[src/design/zpb_pkg.sv]
// ============================================================================
// zpb_pkg: shared types and constants for the zone proximity blend block
// Holds shape and register codes, loop lengths, blend constants and the
// command/status bundles between the controller and the datapath.
// ============================================================================
package zpb_pkg;

    // zone shape codes
    localparam logic [1:0] SHAPE_SPHERE   = 2'd0;
    localparam logic [1:0] SHAPE_BOX      = 2'd1;
    localparam logic [1:0] SHAPE_CYLINDER = 2'd2;

    // configuration register indexes
    localparam logic [2:0] REG_SHAPE  = 3'd0;
    localparam logic [2:0] REG_CX     = 3'd1;
    localparam logic [2:0] REG_CY     = 3'd2;
    localparam logic [2:0] REG_CZ     = 3'd3;
    localparam logic [2:0] REG_RADIUS = 3'd4;
    localparam logic [2:0] REG_EXT    = 3'd5;
    localparam logic [2:0] REG_FADE   = 3'd6;

    // iteration counts
    localparam logic [4:0] AXIS_STEPS = 5'd3;   // one square per axis
    localparam logic [4:0] ROOT_STEPS = 5'd21;  // one root bit per step
    localparam logic [4:0] DIV_STEPS  = 5'd13;  // one quotient bit per step

    // blend constants, Q2.12
    localparam logic [13:0] BLEND_ONE    = 14'd4096;
    localparam logic [13:0] SLEW_STEP    = 14'd131;
    localparam logic [13:0] ON_THRESHOLD = 14'd41;

    // distance saturation bounds
    localparam logic signed [23:0] DIST_MAX = 24'sd2097151;
    localparam logic signed [23:0] DIST_MIN = -24'sd2097152;

    typedef enum logic [3:0] {
        S_IDLE,
        S_PREP,
        S_SQ,
        S_RINIT,
        S_ROOT,
        S_DIST,
        S_DINIT,
        S_DIV,
        S_FIN
    } t_state;

    typedef struct packed {
        logic       load;
        logic       prep;
        logic       sq;
        logic [1:0] idx;
        logic       rinit;
        logic       root;
        logic       dclamp;
        logic       dinit;
        logic       div;
        logic       commit;
    } t_cmd;

    typedef struct packed {
        logic out_free;
        logic need_div;
    } t_stat;

endpackage

[src/design/zpb_datapath.sv]
// ============================================================================
// zpb_datapath: distance, fade and slew datapath
// Holds the zone registers, a shared squaring multiplier, a bit-serial
// square root, a bit-serial divider for the fade and the output register.
// ============================================================================
module zpb_datapath
    import zpb_pkg::*;
(
    input  logic                i_clk,
    input  logic                i_rst_n,
    input  t_cmd                i_cmd,
    output t_stat               o_stat,
    input  logic                i_cfg_valid,
    input  logic [2:0]          i_cfg_index,
    input  logic [59:0]         i_cfg_data,
    input  logic signed [19:0]  i_listener_x,
    input  logic signed [19:0]  i_listener_y,
    input  logic signed [19:0]  i_listener_z,
    input  logic                i_stall,
    output logic                o_valid,
    output logic signed [21:0]  o_surface_distance,
    output logic                o_inside_zone,
    output logic [12:0]         o_target_blend,
    output logic [12:0]         o_smoothed_blend,
    output logic                o_zone_on,
    output logic                o_start_event,
    output logic                o_stop_event
);

    // zone registers
    logic [1:0]         r_shape;
    logic signed [19:0] r_cx, r_cy, r_cz;
    logic [18:0]        r_radius;
    logic [59:0]        r_ext;
    logic [18:0]        r_fade;

    // working registers
    logic signed [20:0] r_dx, r_dy, r_dz;
    logic [19:0]        r_op [3];
    logic signed [20:0] r_mq;
    logic signed [20:0] r_qy;
    logic [41:0]        r_acc;
    logic [41:0]        r_rad;
    logic [21:0]        r_rem;
    logic [20:0]        r_root;
    logic signed [21:0] r_dist;
    logic [19:0]        r_drem;
    logic [12:0]        r_dlow;
    logic [12:0]        r_quo;

    // state and output
    logic [12:0]        r_level;
    logic               r_active;
    logic               r_out_valid;

    // configuration writes
    always_ff @(posedge i_clk) begin
        if (!i_rst_n) begin
            r_shape  <= SHAPE_SPHERE;
            r_cx     <= '0;
            r_cy     <= '0;
            r_cz     <= '0;
            r_radius <= '0;
            r_ext    <= '0;
            r_fade   <= '0;
        end else if (i_cfg_valid) begin
            case (i_cfg_index)
                REG_SHAPE:  r_shape  <= i_cfg_data[1:0];
                REG_CX:     r_cx     <= i_cfg_data[19:0];
                REG_CY:     r_cy     <= i_cfg_data[19:0];
                REG_CZ:     r_cz     <= i_cfg_data[19:0];
                REG_RADIUS: r_radius <= i_cfg_data[18:0];
                REG_EXT:    r_ext    <= i_cfg_data;
                REG_FADE:   r_fade   <= i_cfg_data[18:0];
                default: ;
            endcase
        end
    end

    // per-axis magnitude and box offsets
    logic [20:0]        ax, ay, az;
    logic signed [20:0] qx, qy, qz;
    logic [19:0]        px, py, pz;
    logic signed [20:0] mxy, mq;

    always_comb begin
        ax = r_dx[20] ? 21'(-r_dx) : 21'(r_dx);
        ay = r_dy[20] ? 21'(-r_dy) : 21'(r_dy);
        az = r_dz[20] ? 21'(-r_dz) : 21'(r_dz);
        qx = $signed({1'b0, ax[19:0]}) - $signed({1'b0, r_ext[19:0]});
        qy = $signed({1'b0, ay[19:0]}) - $signed({1'b0, r_ext[39:20]});
        qz = $signed({1'b0, az[19:0]}) - $signed({1'b0, r_ext[59:40]});
        px = qx[20] ? 20'd0 : qx[19:0];
        py = qy[20] ? 20'd0 : qy[19:0];
        pz = qz[20] ? 20'd0 : qz[19:0];
        mxy = (qx > qy) ? qx : qy;
        mq  = (mxy > qz) ? mxy : qz;
    end

    // squaring multiplier, one axis per cycle
    logic [19:0] mul_in;
    logic [39:0] prod;
    assign mul_in = (i_cmd.idx == 2'd0) ? r_op[0] :
                    (i_cmd.idx == 2'd1) ? r_op[1] : r_op[2];
    assign prod = mul_in * mul_in;

    // square root step: bring down two bits
    logic [23:0] rt_rem, rt_trial;
    logic        rt_take;
    assign rt_rem   = {r_rem, r_rad[41:40]};
    assign rt_trial = {1'b0, r_root, 2'b01};
    assign rt_take  = rt_rem >= rt_trial;

    // signed distance per shape, then clamp
    logic signed [23:0] root_s, h_s, box_s, v_s, d_raw;
    always_comb begin
        root_s = $signed({3'b0, r_root});
        h_s    = root_s - $signed({5'b0, r_radius});
        box_s  = root_s + 24'(r_mq);
        v_s    = 24'(r_qy);
        case (r_shape)
            SHAPE_SPHERE:   d_raw = h_s;
            SHAPE_BOX:      d_raw = box_s;
            SHAPE_CYLINDER: d_raw = (h_s > v_s) ? h_s : v_s;
            default:        d_raw = '0;
        endcase
    end

    // fade division setup and step
    logic        dist_pos, need_div;
    logic [31:0] dnum;
    logic [19:0] dv_t;
    logic        dv_take;
    assign dist_pos = !r_dist[21] && (r_dist != '0);
    assign need_div = dist_pos && ($signed(r_dist) < $signed({3'b0, r_fade}));
    assign dnum     = {1'b0, r_dist[18:0], 12'b0} + {14'b0, r_fade[18:1]};
    assign dv_t     = {r_drem[18:0], r_dlow[12]};
    assign dv_take  = dv_t >= {1'b0, r_fade};

    // target, slew and activity
    logic signed [13:0] tgt, lvl, up_lim, dn_lim, nlvl;
    logic               n_active, start_ev, stop_ev;
    always_comb begin
        if (!dist_pos)
            tgt = BLEND_ONE;
        else if (!need_div)
            tgt = '0;
        else
            tgt = BLEND_ONE - {1'b0, r_quo};
        lvl    = {1'b0, r_level};
        up_lim = lvl + SLEW_STEP;
        dn_lim = lvl - SLEW_STEP;
        if (tgt > lvl)
            nlvl = (tgt < up_lim) ? tgt : up_lim;
        else
            nlvl = (tgt > dn_lim) ? tgt : dn_lim;
        start_ev = (nlvl > $signed(ON_THRESHOLD)) && !r_active;
        stop_ev  = !start_ev && (nlvl < $signed(ON_THRESHOLD)) && r_active;
        n_active = start_ev ? 1'b1 : (stop_ev ? 1'b0 : r_active);
    end

    // working datapath
    always_ff @(posedge i_clk) begin
        if (i_cmd.load) begin
            r_dx <= 21'(i_listener_x) - 21'(r_cx);
            r_dy <= 21'(i_listener_y) - 21'(r_cy);
            r_dz <= 21'(i_listener_z) - 21'(r_cz);
        end
        if (i_cmd.prep) begin
            r_acc <= '0;
            r_mq  <= mq[20] ? mq : 21'sd0;
            r_qy  <= qy;
            case (r_shape)
                SHAPE_BOX: begin
                    r_op[0] <= px;
                    r_op[1] <= py;
                    r_op[2] <= pz;
                end
                SHAPE_CYLINDER: begin
                    r_op[0] <= ax[19:0];
                    r_op[1] <= '0;
                    r_op[2] <= az[19:0];
                end
                default: begin
                    r_op[0] <= ax[19:0];
                    r_op[1] <= ay[19:0];
                    r_op[2] <= az[19:0];
                end
            endcase
        end
        if (i_cmd.sq)
            r_acc <= r_acc + {2'b0, prod};
        if (i_cmd.rinit) begin
            r_rad  <= r_acc;
            r_rem  <= '0;
            r_root <= '0;
        end
        if (i_cmd.root) begin
            r_rad  <= {r_rad[39:0], 2'b00};
            r_rem  <= rt_take ? 22'(rt_rem - rt_trial) : rt_rem[21:0];
            r_root <= {r_root[19:0], rt_take};
        end
        if (i_cmd.dclamp) begin
            if (d_raw > DIST_MAX)
                r_dist <= DIST_MAX[21:0];
            else if (d_raw < DIST_MIN)
                r_dist <= DIST_MIN[21:0];
            else
                r_dist <= d_raw[21:0];
        end
        if (i_cmd.dinit) begin
            r_drem <= {1'b0, dnum[31:13]};
            r_dlow <= dnum[12:0];
            r_quo  <= '0;
        end
        if (i_cmd.div) begin
            r_drem <= dv_take ? (dv_t - {1'b0, r_fade}) : dv_t;
            r_dlow <= {r_dlow[11:0], 1'b0};
            r_quo  <= {r_quo[11:0], dv_take};
        end
    end

    // blend state
    always_ff @(posedge i_clk) begin
        if (!i_rst_n) begin
            r_level  <= '0;
            r_active <= 1'b0;
        end else if (i_cmd.commit) begin
            r_level  <= nlvl[12:0];
            r_active <= n_active;
        end
    end

    // output register
    always_ff @(posedge i_clk) begin
        if (!i_rst_n)
            r_out_valid <= 1'b0;
        else if (i_cmd.commit)
            r_out_valid <= 1'b1;
        else if (!i_stall)
            r_out_valid <= 1'b0;
    end

    always_ff @(posedge i_clk) begin
        if (i_cmd.commit) begin
            o_surface_distance <= r_dist;
            o_inside_zone      <= !dist_pos;
            o_target_blend     <= tgt[12:0];
            o_smoothed_blend   <= nlvl[12:0];
            o_zone_on          <= n_active;
            o_start_event      <= start_ev;
            o_stop_event       <= stop_ev;
        end
    end

    assign o_valid = r_out_valid;
    assign o_stat  = '{out_free: !r_out_valid || !i_stall, need_div: need_div};

endmodule

[src/design/zpb_ctrl.sv]
// ============================================================================
// zpb_ctrl: sequencer for the zone proximity blend
// Steps one listener position through prep, squaring, root, distance,
// fade division when needed and commit, counting the iterative phases.
// ============================================================================
module zpb_ctrl
    import zpb_pkg::*;
(
    input  logic  i_clk,
    input  logic  i_rst_n,
    input  logic  i_valid,
    output logic  o_stall,
    input  t_stat i_stat,
    output t_cmd  o_cmd
);

    t_state     r_state, n_state;
    logic [4:0] r_cnt, n_cnt;

    // state and counter registers
    always_ff @(posedge i_clk) begin
        if (!i_rst_n) begin
            r_state <= S_IDLE;
            r_cnt   <= '0;
        end else begin
            r_state <= n_state;
            r_cnt   <= n_cnt;
        end
    end

    // next state and commands
    always_comb begin
        n_state = r_state;
        n_cnt   = r_cnt;
        o_cmd   = '0;
        o_stall = 1'b1;
        case (r_state)
            S_IDLE: begin
                o_stall = 1'b0;
                if (i_valid) begin
                    o_cmd.load = 1'b1;
                    n_state    = S_PREP;
                end
            end
            S_PREP: begin
                o_cmd.prep = 1'b1;
                n_cnt      = '0;
                n_state    = S_SQ;
            end
            S_SQ: begin
                o_cmd.sq  = 1'b1;
                o_cmd.idx = r_cnt[1:0];
                n_cnt     = r_cnt + 5'd1;
                if (r_cnt == AXIS_STEPS - 5'd1)
                    n_state = S_RINIT;
            end
            S_RINIT: begin
                o_cmd.rinit = 1'b1;
                n_cnt       = '0;
                n_state     = S_ROOT;
            end
            S_ROOT: begin
                o_cmd.root = 1'b1;
                n_cnt      = r_cnt + 5'd1;
                if (r_cnt == ROOT_STEPS - 5'd1)
                    n_state = S_DIST;
            end
            S_DIST: begin
                o_cmd.dclamp = 1'b1;
                n_state      = S_DINIT;
            end
            S_DINIT: begin
                o_cmd.dinit = 1'b1;
                n_cnt       = '0;
                n_state     = i_stat.need_div ? S_DIV : S_FIN;
            end
            S_DIV: begin
                o_cmd.div = 1'b1;
                n_cnt     = r_cnt + 5'd1;
                if (r_cnt == DIV_STEPS - 5'd1)
                    n_state = S_FIN;
            end
            S_FIN: begin
                if (i_stat.out_free) begin
                    o_cmd.commit = 1'b1;
                    n_state      = S_IDLE;
                end
            end
            default: n_state = S_IDLE;
        endcase
    end

    // a request always moves on to prep
    a_load_prep: assert property (@(posedge i_clk) disable iff (!i_rst_n)
        o_cmd.load |=> r_state == S_PREP)
        else $error("load not followed by prep");

    // root count never overruns
    a_root_cnt: assert property (@(posedge i_clk) disable iff (!i_rst_n)
        r_state == S_ROOT |-> r_cnt < ROOT_STEPS)
        else $error("root counter overrun");

    // commit only into a free output slot
    a_commit_free: assert property (@(posedge i_clk) disable iff (!i_rst_n)
        o_cmd.commit |-> i_stat.out_free)
        else $error("commit into occupied output");

    // a commit returns the sequencer to idle
    a_commit_idle: assert property (@(posedge i_clk) disable iff (!i_rst_n)
        o_cmd.commit |=> r_state == S_IDLE)
        else $error("commit not followed by idle");

endmodule

[src/design/zone_proximity_blend.sv]
// ============================================================================
// zone_proximity_blend: listener proximity blend against one ambient zone
// Signed distance to a sphere, box or cylinder, linear fade to a target
// blend, slew-limited blend level and start/stop events.
// ============================================================================
// Usage:
//   Configuration: write register index/data on i_cfg_*; always ready.
//   Write only while the block is idle.
//   Input: one listener position per request, taken when i_valid is high
//   and o_stall is low. o_stall is high while a request is being worked.
//   Output: one result per request on o_valid, held while i_stall is high.
//   Steps from accept to o_valid: prep, squaring of each axis, root
//   setup, the bit-serial square root, clamp, divider setup, the
//   bit-serial fade divider (only when a fade division is needed) and
//   the commit. A new request is taken only once the sequencer is back
//   in idle after the commit. A stalled result holds the sequencer in
//   its final step until the output register frees, so the next request
//   waits too.
//   Reset clears the zone registers, the blend level and the active flag.
// ============================================================================
module zone_proximity_blend
    import zpb_pkg::*;
(
    input  logic                i_clk,
    input  logic                i_rst_n,
    input  logic                i_cfg_valid,
    output logic                o_cfg_ready,
    input  logic [2:0]          i_cfg_index,
    input  logic [59:0]         i_cfg_data,
    input  logic                i_valid,
    output logic                o_stall,
    input  logic signed [19:0]  i_listener_x,
    input  logic signed [19:0]  i_listener_y,
    input  logic signed [19:0]  i_listener_z,
    output logic                o_valid,
    input  logic                i_stall,
    output logic signed [21:0]  o_surface_distance,
    output logic                o_inside_zone,
    output logic [12:0]         o_target_blend,
    output logic [12:0]         o_smoothed_blend,
    output logic                o_zone_on,
    output logic                o_start_event,
    output logic                o_stop_event
);

    t_cmd  cmd;
    t_stat stat;

    assign o_cfg_ready = 1'b1;

    zpb_ctrl u_ctrl (
        .i_clk   (i_clk),
        .i_rst_n (i_rst_n),
        .i_valid (i_valid),
        .o_stall (o_stall),
        .i_stat  (stat),
        .o_cmd   (cmd)
    );

    zpb_datapath u_dp (
        .i_clk              (i_clk),
        .i_rst_n            (i_rst_n),
        .i_cmd              (cmd),
        .o_stat             (stat),
        .i_cfg_valid        (i_cfg_valid),
        .i_cfg_index        (i_cfg_index),
        .i_cfg_data         (i_cfg_data),
        .i_listener_x       (i_listener_x),
        .i_listener_y       (i_listener_y),
        .i_listener_z       (i_listener_z),
        .i_stall            (i_stall),
        .o_valid            (o_valid),
        .o_surface_distance (o_surface_distance),
        .o_inside_zone      (o_inside_zone),
        .o_target_blend     (o_target_blend),
        .o_smoothed_blend   (o_smoothed_blend),
        .o_zone_on          (o_zone_on),
        .o_start_event      (o_start_event),
        .o_stop_event       (o_stop_event)
    );

endmodule

[config.mk]
export PLATFORM = sky130hd
export DESIGN_NAME = zone_proximity_blend
export DESIGN_NICKNAME = d
export VERILOG_FILES = /design/src/design/zpb_pkg.sv /design/src/design/zpb_datapath.sv /design/src/design/zpb_ctrl.sv /design/src/design/zone_proximity_blend.sv
export SDC_FILE = /design/constraint.sdc
export NUM_CORES = 2
export LEC_CHECK = 0
export ABC_AREA = 0
export BUFFER_PORTS_ARGS = -buffer_cell sky130_fd_sc_hd__buf_4
export CORE_MARGIN = 4
export CORE_UTILIZATION = 55
export DETAILED_ROUTE_END_ITERATION = 10
export PLACE_DENSITY = 0.74
export SLEW_MARGIN = 10
export SYNTH_ARGS = -nofsm -noshare
export SYNTH_HDL_FRONTEND = slang
export SYNTH_SLANG_ARGS = --single-unit
[constraint.sdc]
create_clock -name i_clk -period 17.83 [get_ports i_clk]
set_clock_uncertainty 0.1 [all_clocks]
set_input_delay 2.6745 -clock i_clk [delete_from_list [all_inputs] [get_ports i_clk]]
set_output_delay 2.6745 -clock i_clk [all_outputs]
set_load 0.01 [all_outputs]
# Yosys cells after proc, flatten, opt, wreduce, memory -nomap -nowiden
# Memories as Yosys holds them, arrays and structs flattened.
# Index checks and enable logic that the tools add are counted.
# W data, S select, Z words.
[word_totals]
inputBits = 128
memories = 1
ram_bits = 60
wordCells = 207
reg_bits = 535
[mem_list]
columns = ["memory", "words", "width", "rd", "rd_ports_with_merged_regs", "wr", "line", "text"]
rows = [
  ["u_dp.r_op", 3, 20, 3, 0, 3, "zpb_datapath.sv:39", "logic [19:0] r_op [3];"],
]
[op_classes]
muxes = 74
n_addsub = 19
n_lt_le_gt_ge = 13
bitwise = 6
n_eq_ne = 26
reduce_logical = 32
multipliers = 1
[op_table]
columns = ["op", "n"]
rows = [
  ["$mux W20", 14],
  ["$mux W42", 4],
  ["$sub A20 B20 Y21", 6],
  ["$mux W21", 5],
  ["$mux W22", 4],
  ["$pmux W24 S3", 1],
  ["$mux W14", 5],
  ["$neg A20 Y20", 3],
  ["$mux W19", 3],
  ["$mux W13", 4],
  ["$add A42 B40 Y42", 1],
  ["$gt A21 B21 Y1", 2],
  ["$mul A20 B20 Y40", 1],
  ["$pmux W4 S9", 1],
  ["$add A31 B18 Y32", 1],
  ["$gt A14 B14 Y1", 2],
  ["$ge A24 B23 Y1", 1],
  ["$gt A24 B22 Y1 const B", 1],
  ["$lt A24 B22 Y1 const B", 1],
  ["$mux W1", 24],
  ["$mux W24", 1],
  ["$mux W4", 6],
  ["$add A22 B21 Y23", 1],
  ["$gt A22 B21 Y1", 1],
  ["other kinds (41)", 78],
]

# Depth between registers and ports, before layout
[depth]
depth_word = 15
depth_mapped = 48
ltp_nobuf = 43

# Cells and area by module
# Synthesis repeated with hierarchy kept, for this count alone.
[hier_totals]
cells_unflattened = 5698
hier_area_um2 = 51828.5
[by_module_without_submodules]
columns = ["module", "area_each_um2", "cells_per_inst", "instances"]
rows = [
  ["zpb_datapath", 51050.2, 5604, 1],
  ["zpb_ctrl", 767.0, 92, 1],
  ["zone_proximity_blend", 11.3, 2, 1],
]

# Least setup slack after synthesis
# No wires, ideal clock.
[synth_path]
path_kind = "register -> register"
startpoint = "register u_ctrl.r_state[1]"
endpoint = "register u_dp.r_acc[40], data pin"
path_stages_with_launch = 30
t_arrival_ns = 8.655
required_time_ns = 17.467
setup_ns = 0.263
setup_slack_ns = 8.812
cell_sequence = "dfxtp_1 -> clkbuf_1 -> nor2b_1 -> nand2_1 -> clkbuf_1 -> clkbuf_1 -> a221oi_1 -> nor2_1 -> fa_1 -> inv_1 -> fa_1 -> inv_1 -> fa_1 -> fa_1 -> fa_1 -> fa_1 -> inv_1 -> fa_1 -> inv_1 -> ha_1 -> a21o_1 -> a21o_1 -> a2111oi_0 -> a31oi_1 -> a21oi_1 -> o221ai_1 -> o41a_1 -> a31o_2 -> a41oi_1 -> mux2i_1"
[synth_via]
elab_chain_len = 8
[synth_rtl]
columns = ["element", "line", "text"]
rows = [
  ["from (decl)", "zpb_ctrl.sv:17", "t_state r_state, n_state;"],
  ["from (signal assigned)", "zpb_ctrl.sv:26", "r_state <= n_state;"],
  ["$eq A4 B2 Y1 *", "zpb_ctrl.sv:37", "case (r_state)"],
  ["$mux W3 *", "zpb_ctrl.sv:37", ""],
  ["$eq A2 B1 Y1", "zpb_datapath.sv:104", "(i_cmd.idx == 2'd1) ? r_op[1] : r_op[2];"],
  ["$mux W20", "zpb_datapath.sv:104", ""],
  ["$mux W20", "zpb_datapath.sv:103", "assign mul_in = (i_cmd.idx == 2'd0) ? r_op[0] :"],
  ["$mul A20 B20 Y40", "zpb_datapath.sv:105", "assign prod = mul_in * mul_in;"],
  ["$add A42 B40 Y42", "zpb_datapath.sv:192", "r_acc <= r_acc + {2'b0, prod};"],
  ["$mux W42 *", "zpb_datapath.sv:191", "if (i_cmd.sq)"],
  ["to (signal assigned)", "zpb_datapath.sv:192", ""],
  ["to (decl)", "zpb_datapath.sv:42", "logic [41:0] r_acc;"],
]
# Every way passes the cells marked *; elsewhere a longest branch is shown, timed or not.
# A chain may end at the register's enable or synchronous reset.

# Final worst setup path
[layout_path]
startpoint = "register u_ctrl.r_state[0]"
endpoint = "register u_dp.r_acc[41], data pin"
# Same word-level chain as after synthesis.

==> flow_summary.html <==
<table>
<tr><th>Metric</th><th>Value</th></tr>
<tr><th colspan="2">Clock network</th></tr>
<tr><td>Maximum number of buffers from clock root to sink</td><td>3</td></tr>
<tr><td>Inserted Clock Buffers</td><td>71</td></tr>
<tr><td>Hold bufs inserted after CTS</td><td>0</td></tr>
<tr><td>Clock root buffer</td><td>clkbuf_16</td></tr>
<tr><td>Clock latency on the worst-skew pair</td><td>640 ps</td></tr>
<tr><td>Post-cts repair resize count</td><td>0</td></tr>
<tr><td>Depth of the CTS H-tree</td><td>3</td></tr>
<tr><td>Clock sinks</td><td>595</td></tr>
<tr><td>Setup bufs post-CTS</td><td>0</td></tr>
<tr><td>Clock input transition at the sequential cells of the worst setup and hold paths</td><td>around 60 ps</td></tr>
<tr><td>CTS tree</td><td>yes</td></tr>
<tr><th colspan="2">Routing</th></tr>
<tr><td>Drt initial violations</td><td>3272</td></tr>
<tr><td>Total via count after detailed routing</td><td>40.9k</td></tr>
<tr><td>Count of TritonRoute iterations in the first routing pass</td><td>7</td></tr>
<tr><td>Remaining antenna violation count after routing</td><td>0</td></tr>
<tr><td># DRC</td><td>0</td></tr>
<tr><td>Routed wire per std cell</td><td>between 20 and 25 um</td></tr>
<tr><td>Vias per cell</td><td>between 5 and 6</td></tr>
<tr><td>Total Routed Length</td><td>140 mm</td></tr>
<tr><th colspan="2">Timing</th></tr>
<tr><td>Number of setup violations in the final report</td><td>0</td></tr>
<tr><td>Post-layout min period</td><td>10830 ps</td></tr>
<tr><td>Aggregate negative setup slack</td><td>0 ps</td></tr>
<tr><td>RSZ-0062 raised after global routing</td><td>false</td></tr>
<tr><td>Final hold vios</td><td>0</td></tr>
<tr><td>Tightest Pin Transition</td><td>1240 ps</td></tr>
<tr><td>Maximum achievable frequency</td><td>92.3 MHz</td></tr>
<tr><td>Worst slew margin relative to its limit</td><td>between 10% and 20%</td></tr>
<tr><td>Slew Viols, Final</td><td>0</td></tr>
<tr><td>Fin crit share</td><td>60.7%</td></tr>
<tr><th colspan="2">Finish</th></tr>
<tr><td>Post-synthesis to final-layout area growth</td><td>9.67%</td></tr>
<tr><td>Share of cells above drive strength 1</td><td>7.28%</td></tr>
<tr><td>Number of nets in the layout</td><td>between 6k and 7k</td></tr>
<tr><td>Most common cell after layout, fill and taps aside</td><td>inv_1</td></tr>
<tr><td>Filler instances</td><td>~7.9k</td></tr>
<tr><td>Antenna diodes</td><td>0</td></tr>
<tr><td>Most used cells in the layout excluding fill and tap cells</td><td>797 x inv_1, 760 x nand2_1, 486 x ha_1</td></tr>
<tr><th colspan="2">Global route</th></tr>
<tr><td>Overall routing resource usage</td><td>28.5%</td></tr>
<tr><td>Via count of the first global-routing pass</td><td>between 40k and 50k</td></tr>
<tr><td>Initial antenna violation count</td><td>2</td></tr>
<tr><td>Global-route wire length before repair</td><td>220 mm</td></tr>
<tr><td>Maximum number of pins on one net before global-route repair</td><td>between 90 and 100</td></tr>
<tr><td>Grt total ovfl</td><td>0</td></tr>
<tr><th colspan="2">Floorplan</th></tr>
<tr><td>Num ports</td><td>183</td></tr>
<tr><td>Number of standard-cell rows in the floorplan</td><td>between 100 and 150</td></tr>
<tr><td>Height of the die</td><td>between 300 and 400 um</td></tr>
<tr><td>Floorplan core area</td><td>91700 um2</td></tr>
<tr><td>Width of the chip</td><td>312 um</td></tr>
<tr><td>Initial core utilization</td><td>55.5%</td></tr>
<tr><td>Die Footprint</td><td>just under 100000 um2</td></tr>
<tr><th colspan="2">Logic synthesis</th></tr>
<tr><td>Count of cell types in the netlist</td><td>100</td></tr>
<tr><td>Netlist Area Pre-Place</td><td>50900 um2</td></tr>
<tr><td>Syn nets</td><td>approximately 6.6k</td></tr>
<tr><td>Post-synth EDFFs</td><td>408</td></tr>
<tr><td>Post-synthesis area per instance</td><td>9.04 um2</td></tr>
<tr><td>Number of warnings printed during yosys synthesis</td><td>0</td></tr>
<tr><td>Ys async rst share</td><td>0%</td></tr>
<tr><td>Post-Syn Instances</td><td>roughly 5.6k</td></tr>
<tr><td>Most used flip-flop cell after synthesis</td><td>edfxtp_1</td></tr>
<tr><td>Sequential-to-total area share from yosys stat</td><td>31.4%</td></tr>
<tr><td>Yosys reg bits</td><td>595</td></tr>
<tr><th colspan="2">Critical path</th></tr>
<tr><td>Cell at the slowest stage of the critical path</td><td>o31ai_1</td></tr>
<tr><td>Register-to-register path setup slack</td><td>7000 ps</td></tr>
<tr><td>Worst Setup Path Type</td><td>register to register</td></tr>
<tr><td>Required time of the worst setup path</td><td>18080 ps</td></tr>
<tr><td>Largest fanout on the critical path</td><td>64</td></tr>
<tr><td>Sort of element at the end of the critical path</td><td>register</td></tr>
<tr><td>Most Frequent Cell on Critical Path</td><td>fa_1</td></tr>
<tr><td>Data arrival time of the critical path</td><td>11080 ps</td></tr>
<tr><td>CP peak stage delay</td><td>1010 ps</td></tr>
<tr><td>Startpoint type of the worst setup path</td><td>register</td></tr>
<tr><th colspan="2">Run</th></tr>
<tr><td>Number of maximum-capacitance constraint violations</td><td>0</td></tr>
<tr><th colspan="2">Min path</th></tr>
<tr><td>Min-delay worst type</td><td>register to register</td></tr>
<tr><th colspan="2">Placement</th></tr>
<tr><td>Placer Congestion</td><td>0.971</td></tr>
<tr><td>Count of port buffers added during placement</td><td>181</td></tr>
<tr><td>Placed wire-length estimate after detailed placement</td><td>108 mm</td></tr>
<tr><th colspan="2">Status</th></tr>
<tr><td>Result of the run</td><td>complete, no violations</td></tr>
</table>
==> path summary, 6_finish.rpt <==
check / cells after the start / start / endpoint
setup reg to reg: 30 / u_ctrl.r_state[0]$_SDFFE_PN0P_ / u_dp.r_acc[41]$_SDFFCE_PP0P_
setup / recovery: 30 / u_ctrl.r_state[0]$_SDFFE_PN0P_ / u_dp.r_acc[41]$_SDFFCE_PP0P_
hold reg to reg: 2 / u_dp.r_ext[4]$_SDFFE_PN0P_ / u_dp.r_ext[4]$_SDFFE_PN0P_
hold / removal: 2 / u_dp.r_ext[4]$_SDFFE_PN0P_ / u_dp.r_ext[4]$_SDFFE_PN0P_
==> per-layer routing <==
layer	global-route usage, %	part of all wire (%)	vias up
met3	4.16	7.2	334
met2	47.9	47	1460
met1	37.2	41	19628
met4	11.3	4.2	2
met5	0	0.0093	-
li1	-	-	19427
==> synthesized netlist by cell type, types with 29 or more instances <==
library cell	number	area, um2
a31oi_1	33	206
edfxtp_1	408	12300
inv_1	800	3000
o31ai_1	62	465
nand2_1	762	2860
a211oi_1	35	263
nand4_1	34	213
or3_1	29	181
a22o_1	31	272
nor2_1	428	1610
a21o_1	119	893
o21a_1	49	368
o21ai_0	213	1070
mux2i_1	38	380
dfxtp_1	187	3740
nand2b_1	47	294
xor2_1	103	902
fa_1	329	6590
nor3_1	71	355
clkbuf_1	179	672
nor2b_1	45	282
and3_1	42	263
nand3_1	119	596
ha_1	486	6080
a21oi_1	384	1920
xnor2_1	200	1750
==> per-stage QoR <==
| stage | area (um2) | setup WS [ps] | util [%] | cells | hold WS (ps) |
|---|---|---|---|---|---|
| after floorplan | 50900 | 8810 | - | 5631 | 325 |
| after global placement | 53400 | 7390 | 58.3 | 6849 | 341 |
| after detailed placement | 53400 | 7120 | 58.3 | 6849 | 346 |
| after CTS | 55800 | 7100 | 60.8 | 6981 | 355 |
| after global routing | 55800 | 6550 | 60.9 | 6983 | 368 |
| final | 55800 | 7000 | 60.9 | 6983 | 352 |
==> logic make-up after synthesis <==
logic type      Yosys count  synth area share, %
simple gates           1655                 14.2
compound gates         1206                 15.6
buf+inv                1001                 7.47
fa+ha+maj               815                 24.9
flops                   595                 31.4
xor+xnor                304                 5.25
mux                      54                 1.12
other cells               1              0.00737
==> final cells by class <==
type | count | area [um2] | area share, %
multi-input cells | 4035 | 31200 | 55.9
flip-flops and latches | 595 | 16000 | 28.7
inverters | 807 | 3040 | 5.44
clock buffers | 99 | 2010 | 3.60
repair buffers | 228 | 1740 | 3.12
well taps | 1186 | 1480 | 2.66
clock inverters | 33 | 342 | 0.612
==> worst max-delay path, delay by kind of cell (launching register included) <==
family                     cells  cell delay [ps]
AOI/OAI and AO/OA              6             3040
xor gates and xnor gates       1              130
adders and majority gates      8             3870
buffers and inverters          9             1890
DFF                            1              310
and+or+nand+nor                6             1140
==> registers in the layout (all words and copies together) (netlist names), 22 cells and up <==
name / flops
u_dp.o_surface_distance: 22
u_dp.r_acc: 42
u_dp.r_dist: 22
u_dp.r_ext: 60
u_dp.r_op: 60
u_dp.r_rad: 42
u_dp.r_rem: 22
Power is left out: the tool's default activity adds up to more than one toggle a clock period on the data nets, which glitch-free logic cannot reach.
